===== config.mk =====
export PLATFORM = sky130hd
export DESIGN_NAME = clock_controlled_lfsr_keystream_xor_top
export DESIGN_NICKNAME = d
export VERILOG_FILES = /design/src/rtl/clfsr_pkg.sv /design/src/rtl/clock_controlled_lfsr_keystream_xor_top.sv
export SDC_FILE = /design/constraint.sdc
export NUM_CORES = 2
export LEC_CHECK = 0
export BUFFER_PORTS_ARGS = -buffer_cell sky130_fd_sc_hd__clkbuf_2
export CAP_MARGIN = 15
export CORE_AREA = 2 2 287 289
export CTS_BUF_LIST = sky130_fd_sc_hd__clkbuf_8
export CTS_CLUSTER_DIAMETER = 30
export DETAILED_ROUTE_END_ITERATION = 6
export DIE_AREA = 0 0 289 291
export GPL_TIMING_DRIVEN = 0
export SETUP_SLACK_MARGIN = 0.1
export SYNTH_ARGS = -nofsm -noshare
export SYNTH_HDL_FRONTEND = slang
export SYNTH_SLANG_ARGS = --single-unit

===== constraint.sdc =====
create_clock -name i_clk -period 5.8 [get_ports i_clk]
set_clock_uncertainty 0.05 [all_clocks]
set_input_delay 0 -clock i_clk [delete_from_list [all_inputs] [get_ports i_clk]]
set_output_delay 0 -clock i_clk [all_outputs]
set_load 0.1 [all_outputs]

===== src/rtl/clfsr_pkg.sv =====
// Package for the clock-controlled LFSR keystream cipher: widths, codes and LFSR functions.
package clfsr_pkg;

    localparam int unsigned LFSR_BITS  = 128;
    localparam int unsigned WORD_BITS  = 64;
    localparam int unsigned BYTE_BITS  = 8;
    localparam int unsigned GEN_COUNT  = 3;
    localparam int unsigned REKEY_BITS = GEN_COUNT * LFSR_BITS;
    localparam int unsigned CNT_BITS   = $clog2(REKEY_BITS);
    localparam int unsigned CFG_IDX_BITS = 2;

    localparam logic [CFG_IDX_BITS-1:0] CFG_SEED_HIGH = 2'd0;
    localparam logic [CFG_IDX_BITS-1:0] CFG_SEED_LOW  = 2'd1;

    localparam logic FUNC_REKEY = 1'b0;
    localparam logic FUNC_CRYPT = 1'b1;

    localparam logic [CNT_BITS-1:0] REKEY_LAST = CNT_BITS'(REKEY_BITS - 1);
    localparam logic [CNT_BITS-1:0] CRYPT_LAST = CNT_BITS'(BYTE_BITS - 1);

    typedef logic [LFSR_BITS-1:0] t_lfsr;

    // Feedback tap: XOR of bits 0, 1, 2 and 7.
    function automatic logic lfsr_fb(input t_lfsr s);
        lfsr_fb = s[0] ^ s[1] ^ s[2] ^ s[7];
    endfunction

    // One clock: shift right, feedback enters at the top.
    function automatic t_lfsr lfsr_clk(input t_lfsr s);
        lfsr_clk = {lfsr_fb(s), s[LFSR_BITS-1:1]};
    endfunction

endpackage


===== src/rtl/clock_controlled_lfsr_keystream_xor_top.sv =====
// Clock-controlled LFSR keystream cipher: rekey sequencer and byte encrypt/decrypt engine.
// Crypt request: one decimator step per cycle, the last step held while the output is stalled;
//   a new crypt request is accepted only once the engine is back in idle.
// Rekey request: one seed-LFSR bit shifted into the generator chain per cycle, the last shift
//   held while the output is stalled; a new request is accepted only once the engine is idle.
// Result registered; the next request is taken while a result waits, and the last step holds
// until the output register is free.
// Synchronous active-low reset clears seeds, generators and the output valid.
module clock_controlled_lfsr_keystream_xor_top
    import clfsr_pkg::*;
(
    input  logic                      i_clk,
    input  logic                      i_rst_n,
    input  logic                      i_cfg_we,
    input  logic [CFG_IDX_BITS-1:0]   i_cfg_index,
    input  logic [WORD_BITS-1:0]      i_cfg_data,
    input  logic                      i_in_valid,
    output logic                      o_in_stall,
    input  logic                      i_func,
    input  logic [BYTE_BITS-1:0]      i_data_in,
    output logic                      o_out_valid,
    input  logic                      i_out_stall,
    output logic [BYTE_BITS-1:0]      o_data_out
);

    typedef enum logic [1:0] {
        S_IDLE,
        S_REKEY,
        S_CRYPT
    } t_state;

    t_state                r_state, n_state;
    logic [CNT_BITS-1:0]   r_cnt, n_cnt;
    logic [WORD_BITS-1:0]  r_seed_high, n_seed_high;
    logic [WORD_BITS-1:0]  r_seed_low, n_seed_low;
    t_lfsr                 r_scr, n_scr;
    t_lfsr                 r_gen_a, n_gen_a;
    t_lfsr                 r_gen_b, n_gen_b;
    t_lfsr                 r_gen_c, n_gen_c;
    logic [BYTE_BITS-1:0]  r_data, n_data;
    logic [BYTE_BITS-1:0]  r_ks, n_ks;
    logic                  r_out_valid, n_out_valid;
    logic [BYTE_BITS-1:0]  r_out_data, n_out_data;

    logic                  out_free;
    logic                  in_accept;
    logic                  fc;
    logic                  ks_bit;
    t_lfsr                 a1, a2, b1, b2, b3;

    assign out_free   = !r_out_valid || !i_out_stall;
    assign o_in_stall = (r_state != S_IDLE);
    assign in_accept  = i_in_valid && !o_in_stall;
    assign o_out_valid = r_out_valid;
    assign o_data_out  = r_out_data;

    // Decimator step: C decides whether A and B take extra clocks.
    always_comb begin
        fc     = lfsr_fb(r_gen_c);
        a1     = lfsr_clk(r_gen_a);
        a2     = lfsr_clk(a1);
        b1     = lfsr_clk(r_gen_b);
        b2     = lfsr_clk(b1);
        b3     = lfsr_clk(b2);
        ks_bit = fc ? (r_gen_a[1] ^ r_gen_b[2]) : (r_gen_a[0] ^ r_gen_b[0]);
    end

    always_comb begin
        n_state     = r_state;
        n_cnt       = r_cnt;
        n_seed_high = r_seed_high;
        n_seed_low  = r_seed_low;
        n_scr       = r_scr;
        n_gen_a     = r_gen_a;
        n_gen_b     = r_gen_b;
        n_gen_c     = r_gen_c;
        n_data      = r_data;
        n_ks        = r_ks;
        n_out_valid = r_out_valid && i_out_stall;
        n_out_data  = r_out_data;

        if (i_cfg_we) begin
            case (i_cfg_index)
                CFG_SEED_HIGH: n_seed_high = i_cfg_data;
                CFG_SEED_LOW:  n_seed_low  = i_cfg_data;
                default: ;
            endcase
        end

        case (r_state)
            S_IDLE: begin
                if (in_accept) begin
                    n_cnt  = '0;
                    n_data = i_data_in;
                    if (i_func == FUNC_REKEY) begin
                        n_scr   = {r_seed_high, r_seed_low};
                        n_state = S_REKEY;
                    end else begin
                        n_state = S_CRYPT;
                    end
                end
            end
            S_REKEY: begin
                // Hold the last shift until the output register can take the result.
                if (r_cnt != REKEY_LAST || out_free) begin
                    n_scr = lfsr_clk(r_scr);
                    {n_gen_a, n_gen_b, n_gen_c} =
                        {r_gen_a[LFSR_BITS-2:0], r_gen_b, r_gen_c, r_scr[0]};
                    n_cnt = r_cnt + 1'b1;
                    if (r_cnt == REKEY_LAST) begin
                        n_state     = S_IDLE;
                        n_out_valid = 1'b1;
                        n_out_data  = '0;
                    end
                end
            end
            S_CRYPT: begin
                if (r_cnt != CRYPT_LAST || out_free) begin
                    n_gen_a = fc ? a2 : a1;
                    n_gen_b = fc ? b3 : b1;
                    n_gen_c = lfsr_clk(r_gen_c);
                    n_ks    = {r_ks[BYTE_BITS-2:0], ks_bit};
                    n_cnt   = r_cnt + 1'b1;
                    if (r_cnt == CRYPT_LAST) begin
                        n_state     = S_IDLE;
                        n_out_valid = 1'b1;
                        n_out_data  = r_data ^ {r_ks[BYTE_BITS-2:0], ks_bit};
                    end
                end
            end
            default: n_state = S_IDLE;
        endcase
    end

    always_ff @(posedge i_clk) begin
        if (!i_rst_n) begin
            r_state     <= S_IDLE;
            r_cnt       <= '0;
            r_seed_high <= '0;
            r_seed_low  <= '0;
            r_gen_a     <= '0;
            r_gen_b     <= '0;
            r_gen_c     <= '0;
            r_out_valid <= 1'b0;
        end else begin
            r_state     <= n_state;
            r_cnt       <= n_cnt;
            r_seed_high <= n_seed_high;
            r_seed_low  <= n_seed_low;
            r_gen_a     <= n_gen_a;
            r_gen_b     <= n_gen_b;
            r_gen_c     <= n_gen_c;
            r_out_valid <= n_out_valid;
        end
        r_scr      <= n_scr;
        r_data     <= n_data;
        r_ks       <= n_ks;
        r_out_data <= n_out_data;
    end

`ifndef NO_ASSERTIONS
    a_crypt_cnt: assert property (@(posedge i_clk) disable iff (!i_rst_n)
        (r_state == S_CRYPT) |-> (r_cnt <= CRYPT_LAST))
        else $error("crypt step counter out of range");

    a_rekey_done: assert property (@(posedge i_clk) disable iff (!i_rst_n)
        (r_state == S_REKEY && r_cnt == REKEY_LAST && out_free)
            |=> (r_state == S_IDLE && r_out_valid && r_out_data == '0))
        else $error("rekey did not finish with a zero result");

    a_start: assert property (@(posedge i_clk) disable iff (!i_rst_n)
        in_accept |=> (r_cnt == '0 && r_state != S_IDLE))
        else $error("accepted request did not start the sequencer");

    a_result_src: assert property (@(posedge i_clk) disable iff (!i_rst_n)
        $rose(r_out_valid) |-> $past(r_state != S_IDLE))
        else $error("result appeared without a running request");
`endif

endmodule

==> load_flow_metrics.sql <==
INSERT INTO impl_metrics (metric_group, metric, value, unit) VALUES
('finish', 'area.growth.synth_to_final', '21.60', '%'),
('min_path', 'worst_min_path_class', 'in2reg', ''),
('clock_tree', 'clock_tree.buffer_depth', '3', ''),
('floorplanning', 'ioPinCount', '90', ''),
('yosys', 'share_of_the_synthesized_area_in_the_top_cell_type', '32.60', '%'),
('yosys', 'ys_ff_latch', '675', ''),
('clock_tree', 'cts-buffers-inserted', '157', ''),
('finish', 'most_frequent_standard_cell_in_the_layout_excluding_fill_and_tap_cells', 'sky130_fd_sc_hd__dfxtp_1', ''),
('power_and_ir_drop', 'power.density', '476.5', 'nW/um^2'),
('yosys', 'synth.mux.area_fraction', '16.36', '%'),
('yosys', 'synth_top_family_by_area', 'compound AO/OA/AOI/OAI gates', ''),
('clock_tree', 'clk_transition_reported_paths', '60', 'ps'),
('critical_path', 'timing.critical_path.from_type', 'register', ''),
('floorplanning', 'floorplan.die.width', '289', 'um'),
('critical_path', 'critical-path-slowest-cell', 'sky130_fd_sc_hd__dlygate4sd3_1', ''),
('route', 'drt-pass1-iter-count', '5', ''),
('route', 'detailroute.via_count', '26460', ''),
('yosys', 'synth_top_area_cell', 'sky130_fd_sc_hd__dfxtp_1', ''),
('yosys', 'synth_compound_area_share', '26.44', '%'),
('floorplanning', 'die_h', '291', 'um'),
('timing', 'rsz_0062_raised_after_global_routing', 'false', ''),
('clock_tree', 'cts.sink_count', '675', ''),
('timing', 'timing.final.hold_violations', '0', ''),
('critical_path', 'worstPathArrival', '4050', 'ps'),
('run_status', 'outcome', 'finished, final reports clean', ''),
('yosys', 'ys_async_sr_fraction', '0', '%'),
('floorplanning', 'floorplan.initialDensity', '39.63', '%'),
('power_and_ir_drop', 'ir_drop', '251.0', 'uV'),
('power_and_ir_drop', 'leakage', '13.23', 'nW'),
('timing', 'maxClockFrequency', '297.2', 'MHz'),
('timing', 'min_period_over_period', '58.01', '%'),
('yosys', 'synth.area.top_cells', 'sky130_fd_sc_hd__dfxtp_1 (33%), sky130_fd_sc_hd__edfxtp_1 (14%), sky130_fd_sc_hd__mux2i_1 (12%)', ''),
('critical_path', 'crit_path_cell_trace', 'inv_1 > ha_1 > buf_2 > clkbuf_1 > o21ai_0 > o2111ai_1 > dlygate4sd3_1 > mux2i_1 > dlygate4sd3_1', ''),
('critical_path', 'critical_path_class', 'reg2reg', ''),
('global_routing', 'grt_pass1_vias', '25690', ''),
('timing', 'slew_viol_final', '0', ''),
('global_routing', 'grt.overflow.total', '0', ''),
('route', 'detailed_route_drc_error_count', '0', ''),
('critical_path', 'buffering_stage_count_on_the_worst_path_with_inverters_included', '5', ''),
('timing', 'worst_pin_slew', '1164', 'ps'),
('clock_tree', 'cts-root-buf', 'sky130_fd_sc_hd__clkbuf_8', ''),
('global_routing', 'grt_antenna_before_repair', '3', ''),
('critical_path', 'critical-path-max-stage-delay', '630', 'ps'),
('critical_path', 'worst-path-max-fanout', '10', ''),
('yosys', 'ys_flop_type', 'sky130_fd_sc_hd__dfxtp_1', ''),
('timing', 'timing.final.setup_violations', '0', ''),
('critical_path', 'crit_family', 'buffers and inverters', ''),
('route', 'vias_per_cell', '5.609', ''),
('route', 'postRouteAntennaNets', '0', ''),
('yosys', 'yosysWarningCount', '0', ''),
('yosys', 'synth.net_count', '3192', ''),
('place', 'io_buffer_count', '88', ''),
('place', 'gpl.final_weighted_congestion', '0.8084', ''),
('global_routing', 'grt_pass1_wl', '131000', 'um'),
('critical_path', 'timing.critical_path.mode_cell', 'sky130_fd_sc_hd__dlygate4sd3_1', ''),
('critical_path', 'timing.critical_path.to_type', 'register', ''),
('timing', 'max_slew_margin', '22.38', '%'),
('yosys', 'seq_total_area_yosys', '46.69', '%'),
('yosys', 'number_of_synthesized_flops_with_an_enable_pin', '151', ''),
('yosys', 'yosys.cell_types.count', '54', ''),
('finish', 'fin_util', '48.19', '%'),
('finish', 'most-common-layout-cells', 'sky130_fd_sc_hd__dfxtp_1 (524), sky130_fd_sc_hd__mux2i_1 (383), sky130_fd_sc_hd__nand2_1 (276)', ''),
('flow_run', 'cap_violations', '0', ''),
('place', 'post_dp_hpwl', '49080', 'um'),
('yosys', 'synth_fa_ha_area_share', '0.1944', '%'),
('global_routing', 'maximum_number_of_pins_on_one_net_before_global_route_repair', '64', ''),
('route', 'number_of_design_rule_violations_left_by_the_first_detailed_router_iteration', '1879', ''),
('yosys', 'synth_area_per_cell', '10.36', 'um^2'),
('clock_tree', 'post_cts_resized', '0', ''),
('floorplanning', 'rows', '105', ''),
('timing', 'timing.final.crit_period', '3364', 'ps');
[power by group]
group	switching, mW	leakage [nW]	internal [mW]
Combinational	3.67	5.58	2.67
Clock	2.46	1.92	3.52
Sequential	0.560	5.73	5.77
Total	6.69	13.2	12.0
[through the flow]
step	area (um^2)	setup slack (ps)	hold slack, ps	TNS (ps)	cells
floorplan	32180	1139	48.87	0	3107
global placement	33960	-1010	131.0	-128360	4265
detailed placement	34010	2529	129.1	0	4267
CTS	39120	2484	84.26	0	4717
global route	39130	2285	148.2	0	4718
finish	39130	2436	124.3	0	4718
[metal layers]
metal | up-vias | GRT usage, % | wire [um]
met2 | 610 | 28.67 | 36270
met4 | 4 | 6.286 | 1638
met3 | 150 | 4.052 | 3818
met5 | - | 0 | 24
met1 | 12860 | 25.14 | 37430
li1 | 12840 | - | -
[cells by family (layout without fill, tap and decap cells)]
kind of cell | count (synthesis) | in the layout
compound gates | 1180 | 1180
xor+xnor | 27 | 27
fa+ha+maj | 5 | 5
buf+inv | 371 | 911
flops | 675 | 675
mux | 510 | 510
other cells | 0 | 1
simple gates | 339 | 339
[worst reg2reg max path, cell delays in order, from the launching register on]
cell	delay, ps
sky130_fd_sc_hd__dfxtp_1	340
sky130_fd_sc_hd__inv_1	80
sky130_fd_sc_hd__ha_1	130
sky130_fd_sc_hd__buf_2	280
sky130_fd_sc_hd__clkbuf_1	610
sky130_fd_sc_hd__o21ai_0	210
sky130_fd_sc_hd__o2111ai_1	200
sky130_fd_sc_hd__dlygate4sd3_1	630
sky130_fd_sc_hd__mux2i_1	200
sky130_fd_sc_hd__dlygate4sd3_1	580
[synth_stat cells (2+ instances only)]
cell type and instances:
sky130_fd_sc_hd__nand3b_1 2, sky130_fd_sc_hd__buf_2 46, sky130_fd_sc_hd__mux2_2 127, sky130_fd_sc_hd__a31o_1 114
sky130_fd_sc_hd__and3_1 4, sky130_fd_sc_hd__o32ai_1 2, sky130_fd_sc_hd__a211oi_1 62, sky130_fd_sc_hd__clkbuf_2 6
sky130_fd_sc_hd__buf_4 22, sky130_fd_sc_hd__or2_2 2, sky130_fd_sc_hd__clkinv_1 2, sky130_fd_sc_hd__a2111oi_0 251
sky130_fd_sc_hd__nand2_1 276, sky130_fd_sc_hd__xor2_1 2, sky130_fd_sc_hd__o211ai_1 3, sky130_fd_sc_hd__and2_1 3
sky130_fd_sc_hd__nor3b_1 2, sky130_fd_sc_hd__and3b_1 2, sky130_fd_sc_hd__o22ai_1 5, sky130_fd_sc_hd__a21oi_1 273
sky130_fd_sc_hd__a211oi_2 66, sky130_fd_sc_hd__o31ai_1 2, sky130_fd_sc_hd__ha_1 5, sky130_fd_sc_hd__or3_1 5
sky130_fd_sc_hd__dfxtp_1 524, sky130_fd_sc_hd__inv_1 8, sky130_fd_sc_hd__buf_1 33, sky130_fd_sc_hd__nand2b_1 4
sky130_fd_sc_hd__xnor2_1 25, sky130_fd_sc_hd__a31o_2 137, sky130_fd_sc_hd__a311oi_1 4, sky130_fd_sc_hd__nand3_1 11
sky130_fd_sc_hd__edfxtp_1 151, sky130_fd_sc_hd__mux2i_1 383, sky130_fd_sc_hd__o21ai_0 254, sky130_fd_sc_hd__clkbuf_1 235
sky130_fd_sc_hd__nor2_1 17, sky130_fd_sc_hd__nand4_1 3, sky130_fd_sc_hd__buf_6 19
[state kept, by name, summed over array words and instances (netlist names)]
| register | cells |
|---|---|
| r_seed_low | 64 |
| r_cnt | 9 |
| r_seed_high | 64 |
| r_state | 2 |
| r_gen_c | 128 |
| r_data | 8 |
| o_data_out | 8 |
| r_ks | 7 |
| o_out_valid | 1 |
| r_scr | 128 |
| r_gen_b | 128 |
| r_gen_a | 128 |
[timing repair]
action                                 in CTS  in global routing
hold buffers                              157                  0
buffers inserted                            0                  0
endpoints found under the hold margin     218                  0
[worst paths after layout]
| kind | startpoint | to | slack, ps | cells past startpoint |
|---|---|---|---|---|
| max | r_state[1] | r_state[0] | 2440 | 9 |
| min | i_rst_n | r_gen_a[13] | 120 | 5 |
| max reg2reg | r_state[1] | r_state[0] | 2440 | 9 |
| min reg2reg | r_seed_low[10] | r_seed_low[10] | 400 | 2 |
[cell type report]
class                      count  area [um^2]
inverter                      10        37.54
clock inverter               120         1162
buffer                       361         1645
clock buffer                 173         2381
sequential                   675        15020
multi-input combinational   2061        15470
tap                         1070         1339
fill                        7599        42070
timing repair buffer         247         2059
antenna                        1        2.502
Power figures use the tool's default switching activity.
